[src/ppm_pkg.sv]
// ============================================================================
// ppm_pkg
// Shared types and codes for the piecewise parameter mapper.
// ============================================================================
package ppm_pkg;

    // Operation of the shared saturating adder
    typedef enum logic
    {
        ALU_ADD,
        ALU_SUB
    } alu_op_t;

    // Request kinds carried on the input tuser
    localparam logic [1:0] ACT_LOAD = 2'd0;
    localparam logic [1:0] ACT_G2L  = 2'd1;
    localparam logic [1:0] ACT_L2G  = 2'd2;

    // Result status codes carried on the output tuser
    localparam logic [1:0] ST_OK    = 2'd0;
    localparam logic [1:0] ST_EMPTY = 2'd1;
    localparam logic [1:0] ST_RANGE = 2'd2;

    // Register map
    localparam logic [1:0] REG_SEGMENT_COUNT = 2'd0;

    // Fixed field widths
    localparam int FIELD_BITS = 32;
    localparam int COUNT_BITS = 5;
    localparam int INDEX_BITS = 4;

endpackage

[src/piecewise_parameter_mapper_core.sv]
// ============================================================================
// piecewise_parameter_mapper_core
// Maps parameters between a global domain and per-segment local domains.
// ============================================================================
// Usage:
//   Requests enter on the s_* stream; tuser is the action (load segment,
//   global to local, local to global). Software loads the segments it uses
//   and then writes segment_count over the APB port while the block is idle.
//   Every request gives one result on the m_* stream; tuser is the status.
// Sequencing:
//   A load or a request that ends at once (no segments, index out of
//   range, unused action) passes through S_OUT to the output register.
//   A global to local query walks the segments (up to MAX_SEGMENTS) until
//   its window is hit; a local to global query with index i walks segments
//   0 to i. The walk runs through the segment table (one write port, one
//   read port) and one shared saturating adder, two adder steps per segment.
//   One request is processed at a time; s_tready is high only when idle.
// Reset: clears segment_count, the sequencer and the output valid; segment
//   table contents are undefined until loaded.
// Stall: a finished result waits in the output register; the next request
//   is taken meanwhile, and its result waits until the register frees.
// ============================================================================
module piecewise_parameter_mapper_core
    import ppm_pkg::*;
#(
    parameter int MAX_SEGMENTS = 16,
    parameter int VALUE_BITS   = 32
)
(
    input  logic         clk,
    input  logic         rst_n,

    // Request stream
    input  logic         s_tvalid,
    output logic         s_tready,
    input  logic [103:0] s_tdata,   // segment_index[3:0], param_value[35:4],
                                    // domain_start[67:36], domain_end[99:68], zero
    input  logic [1:0]   s_tuser,   // action[1:0]

    // Result stream
    output logic         m_tvalid,
    input  logic         m_tready,
    output logic [39:0]  m_tdata,   // mapped_value[31:0], segment_number[35:32], zero
    output logic [1:0]   m_tuser,   // status[1:0]

    // Configuration port
    input  logic         psel,
    input  logic         penable,
    input  logic         pwrite,
    input  logic [1:0]   paddr,
    input  logic [31:0]  pwdata,
    output logic [31:0]  prdata,
    output logic         pready
);

    localparam int W   = VALUE_BITS;
    localparam int EW  = (VALUE_BITS > FIELD_BITS) ? VALUE_BITS : FIELD_BITS;
    localparam int CLW = $clog2(MAX_SEGMENTS + 1);
    localparam int KW  = (CLW > COUNT_BITS) ? CLW : COUNT_BITS;
    localparam int AW  = (MAX_SEGMENTS > 1) ? $clog2(MAX_SEGMENTS) : 1;
    localparam logic [KW-1:0] MAX_K = KW'(MAX_SEGMENTS);

    typedef enum logic [2:0]
    {
        S_IDLE,
        S_SPAN,
        S_SUM,
        S_DIFF,
        S_MAP,
        S_OUT
    } state_t;

    // Clamp a 32-bit field into the internal value range
    function automatic logic [W-1:0] clamp_in(input logic [FIELD_BITS-1:0] v);
        logic signed [EW-1:0] e;
        logic [EW-W:0]        hi;
        e  = EW'($signed(v));
        hi = e[EW-1:W-1];
        if ((&hi) || !(|hi))
            clamp_in = e[W-1:0];
        else
            clamp_in = e[EW-1] ? {1'b1, {(W-1){1'b0}}} : {1'b0, {(W-1){1'b1}}};
    endfunction

    // Clamp an internal value into the 32-bit output field
    function automatic logic [FIELD_BITS-1:0] clamp_out(input logic [W-1:0] v);
        logic signed [EW-1:0]   e;
        logic [EW-FIELD_BITS:0] hi;
        e  = EW'($signed(v));
        hi = e[EW-1:FIELD_BITS-1];
        if ((&hi) || !(|hi))
            clamp_out = e[FIELD_BITS-1:0];
        else
            clamp_out = e[EW-1] ? {1'b1, {(FIELD_BITS-1){1'b0}}}
                                : {1'b0, {(FIELD_BITS-1){1'b1}}};
    endfunction

    state_t                state_reg;
    logic [COUNT_BITS-1:0] count_reg;
    logic [1:0]            act_reg;
    logic [KW-1:0]         idx_reg;
    logic [KW-1:0]         cnt_reg;
    logic [KW-1:0]         k_reg;
    logic [W-1:0]          param_reg;
    logic [W-1:0]          offset_reg;
    logic [W-1:0]          span_reg;
    logic [W-1:0]          start_reg;
    logic [W-1:0]          tmp_reg;
    logic [W-1:0]          res_mapped_reg;
    logic [INDEX_BITS-1:0] res_seg_reg;
    logic [1:0]            res_status_reg;
    logic                  out_valid_reg;
    logic [FIELD_BITS-1:0] out_mapped_reg;
    logic [INDEX_BITS-1:0] out_seg_reg;
    logic [1:0]            out_status_reg;

    logic [INDEX_BITS-1:0] in_index;
    logic [KW-1:0]         in_idx_k;
    logic [W-1:0]          in_param;
    logic [W-1:0]          in_start;
    logic [W-1:0]          in_end;
    logic [KW-1:0]         count_k;
    logic [KW-1:0]         active_cnt;
    logic [KW-1:0]         k_inc;
    logic                  accept;
    logic                  cfg_write;
    logic                  mem_we;
    logic [AW-1:0]         raddr;
    logic [W-1:0]          rstart;
    logic [W-1:0]          rend;
    alu_op_t               alu_op;
    logic [W-1:0]          alu_a;
    logic [W-1:0]          alu_b;
    logic [W-1:0]          alu_y;
    logic                  at_target;
    logic                  hit;

    // Unpack the request
    assign in_index = s_tdata[3:0];
    assign in_idx_k = KW'(in_index);
    assign in_param = clamp_in(s_tdata[35:4]);
    assign in_start = clamp_in(s_tdata[67:36]);
    assign in_end   = clamp_in(s_tdata[99:68]);

    // Active segment count, limited to the table depth
    assign count_k    = KW'(count_reg);
    assign active_cnt = (count_k > MAX_K) ? MAX_K : count_k;

    assign s_tready = (state_reg == S_IDLE);
    assign accept   = s_tvalid && s_tready;
    assign k_inc    = k_reg + KW'(1);
    assign mem_we   = accept && (s_tuser == ACT_LOAD) && (in_idx_k < MAX_K);

    // Read ahead the next segment while the current one is summed
    always_comb
    begin
        unique case (state_reg)
            S_IDLE:  raddr = '0;
            S_SUM:   raddr = k_inc[AW-1:0];
            default: raddr = k_reg[AW-1:0];
        endcase
    end

    ppm_seg_mem #(
        .DEPTH (MAX_SEGMENTS),
        .W     (W),
        .AW    (AW)
    ) u_mem (
        .clk    (clk),
        .we     (mem_we),
        .waddr  (in_idx_k[AW-1:0]),
        .wstart (in_start),
        .wend   (in_end),
        .raddr  (raddr),
        .rstart (rstart),
        .rend   (rend)
    );

    // Steer the shared adder
    assign at_target = (act_reg == ACT_L2G) && (k_reg == idx_reg);

    always_comb
    begin
        unique case (state_reg)
            S_SPAN:
            begin
                alu_op = ALU_SUB;
                alu_a  = at_target ? param_reg : rend;
                alu_b  = rstart;
            end
            S_SUM:
            begin
                alu_op = ALU_ADD;
                alu_a  = offset_reg;
                alu_b  = span_reg;
            end
            S_DIFF:
            begin
                alu_op = ALU_SUB;
                alu_a  = param_reg;
                alu_b  = offset_reg;
            end
            S_MAP:
            begin
                alu_op = ALU_ADD;
                alu_a  = (act_reg == ACT_G2L) ? start_reg : offset_reg;
                alu_b  = tmp_reg;
            end
            default:
            begin
                alu_op = ALU_ADD;
                alu_a  = offset_reg;
                alu_b  = span_reg;
            end
        endcase
    end

    ppm_sat_alu #(
        .W (W)
    ) u_alu (
        .op (alu_op),
        .a  (alu_a),
        .b  (alu_b),
        .y  (alu_y)
    );

    // Window test of a global to local walk
    assign hit = ($signed(param_reg) <= $signed(alu_y)) || (k_inc == cnt_reg);

    // Sequencer, working registers and output register
    always_ff @(posedge clk or negedge rst_n)
    begin
        if (!rst_n)
        begin
            state_reg      <= S_IDLE;
            act_reg        <= ACT_LOAD;
            idx_reg        <= '0;
            cnt_reg        <= '0;
            k_reg          <= '0;
            param_reg      <= '0;
            offset_reg     <= '0;
            span_reg       <= '0;
            start_reg      <= '0;
            tmp_reg        <= '0;
            res_mapped_reg <= '0;
            res_seg_reg    <= '0;
            res_status_reg <= ST_OK;
            out_valid_reg  <= 1'b0;
            out_mapped_reg <= '0;
            out_seg_reg    <= '0;
            out_status_reg <= ST_OK;
        end
        else
        begin
            // Drop the result once taken, unless a new one replaces it
            if (out_valid_reg && m_tready && (state_reg != S_OUT))
                out_valid_reg <= 1'b0;

            unique case (state_reg)
                S_IDLE:
                begin
                    if (accept)
                    begin
                        act_reg    <= s_tuser;
                        idx_reg    <= in_idx_k;
                        cnt_reg    <= active_cnt;
                        param_reg  <= in_param;
                        k_reg      <= '0;
                        offset_reg <= '0;
                        unique case (s_tuser)
                            ACT_LOAD:
                            begin
                                res_mapped_reg <= '0;
                                res_seg_reg    <= in_index;
                                res_status_reg <= ST_OK;
                                state_reg      <= S_OUT;
                            end
                            ACT_G2L:
                            begin
                                res_seg_reg <= '0;
                                if (active_cnt == '0)
                                begin
                                    res_mapped_reg <= in_param;
                                    res_status_reg <= ST_EMPTY;
                                    state_reg      <= S_OUT;
                                end
                                else
                                begin
                                    res_mapped_reg <= '0;
                                    res_status_reg <= ST_OK;
                                    state_reg      <= S_SPAN;
                                end
                            end
                            ACT_L2G:
                            begin
                                res_mapped_reg <= '0;
                                res_seg_reg    <= '0;
                                if (in_idx_k >= active_cnt)
                                begin
                                    res_status_reg <= ST_RANGE;
                                    state_reg      <= S_OUT;
                                end
                                else
                                begin
                                    res_status_reg <= ST_OK;
                                    state_reg      <= S_SPAN;
                                end
                            end
                            default:
                            begin
                                res_mapped_reg <= '0;
                                res_seg_reg    <= '0;
                                res_status_reg <= ST_OK;
                                state_reg      <= S_OUT;
                            end
                        endcase
                    end
                end
                S_SPAN:
                begin
                    if (at_target)
                    begin
                        tmp_reg   <= alu_y;
                        state_reg <= S_MAP;
                    end
                    else
                    begin
                        span_reg  <= alu_y;
                        start_reg <= rstart;
                        state_reg <= S_SUM;
                    end
                end
                S_SUM:
                begin
                    if ((act_reg == ACT_G2L) && hit)
                    begin
                        res_seg_reg <= k_reg[INDEX_BITS-1:0];
                        state_reg   <= S_DIFF;
                    end
                    else
                    begin
                        offset_reg <= alu_y;
                        k_reg      <= k_inc;
                        state_reg  <= S_SPAN;
                    end
                end
                S_DIFF:
                begin
                    tmp_reg   <= alu_y;
                    state_reg <= S_MAP;
                end
                S_MAP:
                begin
                    res_mapped_reg <= alu_y;
                    state_reg      <= S_OUT;
                end
                S_OUT:
                begin
                    // Hold until the output register is free
                    if (!out_valid_reg || m_tready)
                    begin
                        out_valid_reg  <= 1'b1;
                        out_mapped_reg <= clamp_out(res_mapped_reg);
                        out_seg_reg    <= res_seg_reg;
                        out_status_reg <= res_status_reg;
                        state_reg      <= S_IDLE;
                    end
                end
                default:
                begin
                    state_reg <= S_IDLE;
                end
            endcase
        end
    end

    // Configuration register
    assign pready    = 1'b1;
    assign cfg_write = psel && penable && pwrite && pready;

    always_ff @(posedge clk or negedge rst_n)
    begin
        if (!rst_n)
            count_reg <= '0;
        else if (cfg_write && (paddr == REG_SEGMENT_COUNT))
            count_reg <= pwdata[COUNT_BITS-1:0];
    end

    assign prdata = (paddr == REG_SEGMENT_COUNT) ? {{(32-COUNT_BITS){1'b0}}, count_reg} : '0;

    // Result stream
    assign m_tvalid = out_valid_reg;
    assign m_tdata  = {4'b0, out_seg_reg, out_mapped_reg};
    assign m_tuser  = out_status_reg;

endmodule

[src/ppm_sat_alu.sv]
// ============================================================================
// ppm_sat_alu
// Shared saturating add/subtract unit over signed values of W bits.
// ============================================================================
module ppm_sat_alu
    import ppm_pkg::*;
#(
    parameter int W = 32
)
(
    input  alu_op_t      op,
    input  logic [W-1:0] a,
    input  logic [W-1:0] b,
    output logic [W-1:0] y
);

    logic [W:0] a_ext;
    logic [W:0] b_ext;
    logic [W:0] sum;

    // Compute one guard bit wider, then clamp on overflow
    assign a_ext = {a[W-1], a};
    assign b_ext = {b[W-1], b};

    always_comb
    begin
        unique case (op)
            ALU_ADD: sum = a_ext + b_ext;
            ALU_SUB: sum = a_ext - b_ext;
            default: sum = a_ext + b_ext;
        endcase
    end

    always_comb
    begin
        if (sum[W] != sum[W-1])
        begin
            y = sum[W] ? {1'b1, {(W-1){1'b0}}} : {1'b0, {(W-1){1'b1}}};
        end
        else
        begin
            y = sum[W-1:0];
        end
    end

endmodule

[src/ppm_seg_mem.sv]
// ============================================================================
// ppm_seg_mem
// Segment domain table: one write port, one read port with registered data.
// ============================================================================
module ppm_seg_mem
    import ppm_pkg::*;
#(
    parameter int DEPTH = 16,
    parameter int W     = 32,
    parameter int AW    = 4
)
(
    input  logic          clk,
    input  logic          we,
    input  logic [AW-1:0] waddr,
    input  logic [W-1:0]  wstart,
    input  logic [W-1:0]  wend,
    input  logic [AW-1:0] raddr,
    output logic [W-1:0]  rstart,
    output logic [W-1:0]  rend
);

    logic [W-1:0] start_mem [DEPTH];
    logic [W-1:0] end_mem   [DEPTH];

    // Write a loaded segment
    always_ff @(posedge clk)
    begin
        if (we)
        begin
            start_mem[waddr] <= wstart;
            end_mem[waddr]   <= wend;
        end
    end

    // Registered read of one segment
    always_ff @(posedge clk)
    begin
        rstart <= start_mem[raddr];
        rend   <= end_mem[raddr];
    end

endmodule

[config.mk]
export PLATFORM = sky130hd
export DESIGN_NAME = piecewise_parameter_mapper_core
export DESIGN_NICKNAME = d
export VERILOG_FILES = /design/src/ppm_pkg.sv /design/src/piecewise_parameter_mapper_core.sv /design/src/ppm_sat_alu.sv /design/src/ppm_seg_mem.sv
export SDC_FILE = /design/constraint.sdc
export NUM_CORES = 2
export LEC_CHECK = 0
export ABC_AREA = 1
export BUFFER_PORTS_ARGS = -buffer_cell sky130_fd_sc_hd__buf_2
export CELL_PAD_IN_SITES_DETAIL_PLACEMENT = 1
export CELL_PAD_IN_SITES_GLOBAL_PLACEMENT = 1
export CORE_ASPECT_RATIO = 1.4
export CORE_MARGIN = 2
export CORE_UTILIZATION = 45
export DETAILED_ROUTE_END_ITERATION = 12
export PLACE_DENSITY = 0.74
export SLEW_MARGIN = 10
export SYNTH_ARGS = -nofsm -noshare
export SYNTH_HDL_FRONTEND = slang
export SYNTH_SLANG_ARGS = --single-unit
[constraint.sdc]
create_clock -name clk -period 16.6 [get_ports clk]
set_input_delay 1.66 -clock clk [delete_from_list [all_inputs] [get_ports clk]]
set_output_delay 1.66 -clock clk [all_outputs]
set_load 0.05 [all_outputs]
======== Yosys cells after proc, flatten, opt, wreduce, memory -nomap -nowiden ========
Memories as Yosys holds them, arrays and structs flattened. A register that Yosys moved wholly into a read port is not among the register bits.
Index checks and enable logic that the tools add are counted.
word-level totals
  input bits .............................. 147
  memory bits (writable) .................. 1024
  output and inout bits ................... 77
  ROM bits ................................ 0
  memories ................................ 2
  bits in latches ......................... 0
  register bits after elaboration ......... 261
operators by class
  $add $sub $neg .......................... 3
  bitwise gates (word level) .............. 2
  shift-type cells ........................ 0
  div/mod/pow operators ................... 0
  reductions and logical operators ........ 29
  $mul .................................... 0
  mux-type cells .......................... 43
  magnitude comparators ................... 4
  eq/ne operators ......................... 18
memory list
  name             words  bits a word  read ports  clocked after memory_dff  wr ports  RTL line           source
  u_mem.end_mem    16     32           1           1                         1         ppm_seg_mem.sv:24  logic [W-1:0] end_mem [DEPTH];
  u_mem.start_mem  16     32           1           1                         1         ppm_seg_mem.sv:23  logic [W-1:0] start_mem [DEPTH];
operators with widths
  kind                   count
  $mux W32               10
  $pmux W32 S2           3
  $pmux W32 S3           2
  $pmux W33 S2           1
  $add A32 B32 Y33       1
  $sub A32 B32 Y33       1
  $le A32 B32 Y1         1
  $mux W5                4
  $pmux W3 S6            1
  $pmux W4 S2            2
  $mux W3                5
  $mux W4                3
  $reduce_and A2 Y1      6
  $logic_and A1 B1 Y1    10
  $pmux W5 S2            1
  $ne A2 B2 Y1 const B   4
  $mux W1                7
  $eq A3 B2 Y1 const B   2
  $eq A3 B3 Y1 const B   2
  $pmux W3 S2            1
  $reduce_and A3 Y1      2
  $reduce_bool A2 Y1     3
  $add A5 B1 Y5 const B  1
  $eq A5 B4 Y1           1
  19 further kinds       25

======== Depth between registers and ports, before layout ========
  depth in word-level cells ............... 13
  mapped depth ............................ 51

======== By module ========
Synthesis repeated with hierarchy kept, for this count alone.
unflattened totals
  cells, all modules ...................... 6463
  area, all modules ....................... 61793.0 um^2
by module, submodules not included
  module                           times used  area an instance (um^2)  cells each
  ppm_seg_mem                      1           45162.1                  4212
  piecewise_parameter_mapper_core  1           13411.6                  1612
  ppm_sat_alu                      1           3219.3                   639

======== Least setup slack after synthesis ========
OpenSTA, ideal clock, no wires.
  path kind ............................... register to register
  start point ............................. reg state_reg[1]
  end point ............................... reg offset_reg[10]
  period minus slack after synthesis ...... 6.248 ns
  arrival time ............................ 6.118 ns
  buffers on the path ..................... 4
  required time ........................... 16.470 ns
  cell stages (with the launch flop) ...... 49
  path slack .............................. 10.352 ns
  cells stage by stage .................... dfrtp_1 > nor2_1 > nand2_1 > nand2_2 > buf_4 > buf_4 > o21ai_0 > nor2_1 > a21oi_1 > inv_1 > ha_1 > nand3_1 > nor2_1 > nand3_1 > nand2_2 > o21ai_0 > a21oi_1 > o21ai_0 > [... 13 more ...] > nand2_1 > inv_1 > ha_1 > a21oi_1 > o21ai_0 > a21oi_1 > nor2_1 > o21ai_0 > nand2_1 > nand2_1 > nand2_1 > nand2_1 > nand3_1 > nand2_1 > nand2_1 > nand2_1 > clkbuf_1 > o21ai_1
on the way
  cells in the longest elaborated chain, start to end .. 12
  elaborated cells on any way between the ends .. 26
  those cells by class .................... add/sub: 2; order compare: 1; eq/ne: 7; mux: 8; bitwise: 1; reduce/logical: 7
RTL lines
  element                                                                    RTL line                                source
  from (decl)                                                                piecewise_parameter_mapper_core.sv:98   state_t state_reg;
  from (signal assigned)                                                     piecewise_parameter_mapper_core.sv:235  state_reg <= S_IDLE;
  from (signal assigned)                                                     piecewise_parameter_mapper_core.sv:276  state_reg <= S_OUT;
  from (signal assigned)                                                     piecewise_parameter_mapper_core.sv:285  state_reg <= S_OUT;
  parallel branches: the longest is 12 deep, another holds $sub A32 B32 Y33  -
  to (signal assigned)                                                       piecewise_parameter_mapper_core.sv:342  offset_reg <= alu_y;
  to (decl)                                                                  piecewise_parameter_mapper_core.sv:105  logic [W-1:0] offset_reg;
Parallel ways; which one is timed is not known. The select of a mux whose other input is x is not followed.
A chain may end at the register's enable or synchronous reset.

======== Worst setup path in the final report ========
  start point ............................. reg state_reg[0]
  end point ............................... reg offset_reg[12]
Same word-level chain as after synthesis.

==> run metrics <==
Worst Min Path Start=u_mem.rstart[17]$_DFF_P_; CP endpoint kind=flip-flop; Setup Skew=29.5 ps; TritonCTS clock tree=built; Final Hold Vio Count=0; Final ANT Viol Nets=0; R2R depth=44; status=finished clean; reg-to-reg endpoint=offset_reg[12]$_DFFE_PN0P_; Post-route DRC=0; Die W=311 µm; area grow syn2layout=11.6%; Synth cell types=51; WS Path Type=flip-flop to flip-flop; grt ovf=0; RSZ-0062 raised after global routing=no; Max clock buf depth=3; Num CTS Buffers=135; Initial Utilization=0.453; post-synthesis cell area=59200 µm²; Synth Warn #=0; slowest cell delay on critical path=850 ps; worst r2r src=state_reg[0]$_DFFE_PN0P_; routed wire length per instance=24.6 µm; slowest CP cell=nor3_1; Pre-antenna DRT Iters=5; Async SR Flop Fraction=0.193; Tcrit/Tclk final=0.659; WHS Path Cells=2; Max Cap Viol=0; min Tclk post-route=10940 ps; buffers plus inverters on the worst setup path=7; Clk Latency, worst-skew pair=780 ps; nets@finish=5808; Least-Margin Pin Slew=1070 ps; hold endpoint=start_reg[17]$_DFFE_PN0P_; FMAX=91.4 MHz; first-pass GRT wire length=274000 µm; Hold/Removal Path Class=flip-flop to flip-flop; endpoints failing setup=0; CP dominant cell by count=nand2_1; Seq cells post-synth=1349; critical path arrival=11580 ps; relative slew slack=0.279; sequential share of the synthesized area=0.651; cts hold-fix bufs=0; Post-synth EDFFs=1024; delay-heaviest family, CP=simple AND/OR/NAND/NOR gates; initial detailed-routing violation count=3545; Critical Path RT=17230 ps; final setup TNS=0 ps; CP Launch Type=flip-flop; post-CTS setup buffer count=0; htree depth=4; die height=433 µm; initial antenna violation count=31; reg2reg setup slack=5660 ps; Num Clock Sinks=1349; I/O Buffers=160; Core ar.=131000 µm²; dominant synthesized flop cell=edfxtp_1; std cell rows=157; largest net degree at the start of global routing=232; post-CTS resize count=0; GPL Wtd Cong=0.910; Top Ports=224; via count=42400; synthesized instance count=5529; Vias/cell=5.68; dpl hpwl=110000 µm; Root Driver=clkbuf_16; Top Registers=u_mem.end_mem (512), u_mem.start_mem (512); vias in the first global route=44200; WL final=183000 µm; fraction of layout cells with a size suffix above 1=0.0921; Mapped Avg Cell Area=10.7 µm²; die area=135000 µm²; worst-path maximum fanout=53; CTS clock-pin slew for the worst setup and hold paths=60 ps; Slew Limit Fails=0; GRT Resource Usage Total=0.271
worst reg2reg max path: cells and delay by family (launching register included):
kind / cells / cell delay, ps
AO/OA/AOI/OAI: 11 / 2220
XOR/XNOR: 1 / 190
adder cells (fa/ha/maj): 3 / 870
buffers and inverters: 7 / 1960
flip-flops: 1 / 810
AND/OR/NAND/NOR: 22 / 4730
area by class of cell:
| type | count | area, µm² |
|---|---|---|
| clock buffers | 189 | 3820 |
| repair buffers | 233 | 1410 |
| diodes | 13 | 32.5 |
| clock inverters | 62 | 697 |
| flip-flops and latches | 1349 | 38600 |
| multi-input cells | 3160 | 16700 |
| fillers | 14000 | 64600 |
| inverters | 708 | 2680 |
| well taps | 1749 | 2190 |
cell families after synthesis:
logic type,share of synthesized area
xor gates and xnor gates,0.00902
AOI/OAI and AO/OA,0.120
DFF,0.651
and+or+nand+nor,0.125
buffers and inverters,0.0721
adders and majority gates,0.0158
muxes,0.00647
other,0.000127
synth_stat cells (3+ instances only):
library cell / instances / area share
a21boi_0: 3 / 0.00038
a21o_1: 6 / 0.00076
a21oi_1: 278 / 0.024
a221oi_1: 21 / 0.0031
a31oi_1: 46 / 0.0049
a32oi_1: 5 / 0.00074
a41oi_1: 4 / 0.00059
buf_1: 11 / 0.00070
buf_2: 104 / 0.0088
buf_4: 40 / 0.0051
buf_6: 6 / 0.0011
clkbuf_1: 181 / 0.011
dfrtp_1: 261 / 0.11
dfxtp_1: 64 / 0.022
edfxtp_1: 1024 / 0.52
ha_1: 73 / 0.015
inv_1: 701 / 0.044
inv_2: 6 / 0.00038
mux2_2: 34 / 0.0065
nand2_1: 1248 / 0.079
nand2_2: 11 / 0.0012
nand2_4: 3 / 0.00057
nand3_1: 277 / 0.023
nand4_1: 24 / 0.0025
nor2_1: 235 / 0.015
nor2_2: 5 / 0.00053
nor3_1: 14 / 0.0012
nor4_1: 4 / 0.00042
o211ai_1: 376 / 0.048
o21a_1: 3 / 0.00038
o21ai_0: 262 / 0.022
o21ai_1: 39 / 0.0033
o21bai_1: 7 / 0.00089
o221ai_1: 69 / 0.010
o22ai_1: 4 / 0.00042
xnor2_1: 18 / 0.0027
xor2_1: 43 / 0.0064
per-layer routing:
metal  vias up  part of all wire  global-route usage  wire length (µm)
li1      19200                 -                   -                 -
met3       464             0.050              0.0408              9220
met5         -           0.00060                   0               111
met4        18             0.052               0.140              9490
met1     21400              0.39               0.324             72100
met2      1281              0.50               0.476             92500
through the flow:
| step | setup WS [ps] | area, µm² | hold WS [ps] | util | std cells |
|---|---|---|---|---|---|
| 2_1_floorplan | 10350 | 59300 | 422 | - | 5559 |
| 3_3_place_gp | 5710 | 61500 | 433 | 0.471 | 7199 |
| 3_5_place_dp | 5720 | 61500 | 443 | 0.471 | 7199 |
| 4_1_cts | 5630 | 66000 | 452 | 0.505 | 7450 |
| 5_1_grt | 4800 | 66000 | 461 | 0.506 | 7455 |
| 6_report | 5660 | 66100 | 450 | 0.506 | 7463 |
cell usage in the layout, fill, tap and decap left out, drive strengths merged, types with 233 or more instances in the layout:
cell / n
a21oi: 278
buf: 233
dfrtp: 261
edfxtp: 1024
inv: 713
nand2: 1262
nand3: 280
nor2: 241
o211ai: 376
o21ai: 301
worst max-delay path by stage:
stage	from	to	slack, ps	depth (start not counted)
after floorplan	state_reg[1]$_DFFE_PN0P_	offset_reg[10]$_DFFE_PN0P_	10350	48
after CTS	state_reg[0]$_DFFE_PN0P_	offset_reg[12]$_DFFE_PN0P_	5630	44
after global routing	state_reg[0]$_DFFE_PN0P_	offset_reg[12]$_DFFE_PN0P_	4800	44
after detailed placement	state_reg[0]$_DFFE_PN0P_	offset_reg[12]$_DFFE_PN0P_	5720	44
final	state_reg[0]$_DFFE_PN0P_	offset_reg[12]$_DFFE_PN0P_	5660	44
after global placement	state_reg[0]$_DFFE_PN0P_	offset_reg[31]$_DFFE_PN0P_	5710	44
Power is not shown: default switching activity piles up to over one toggle a cycle in this logic, so the estimate is an artifact.
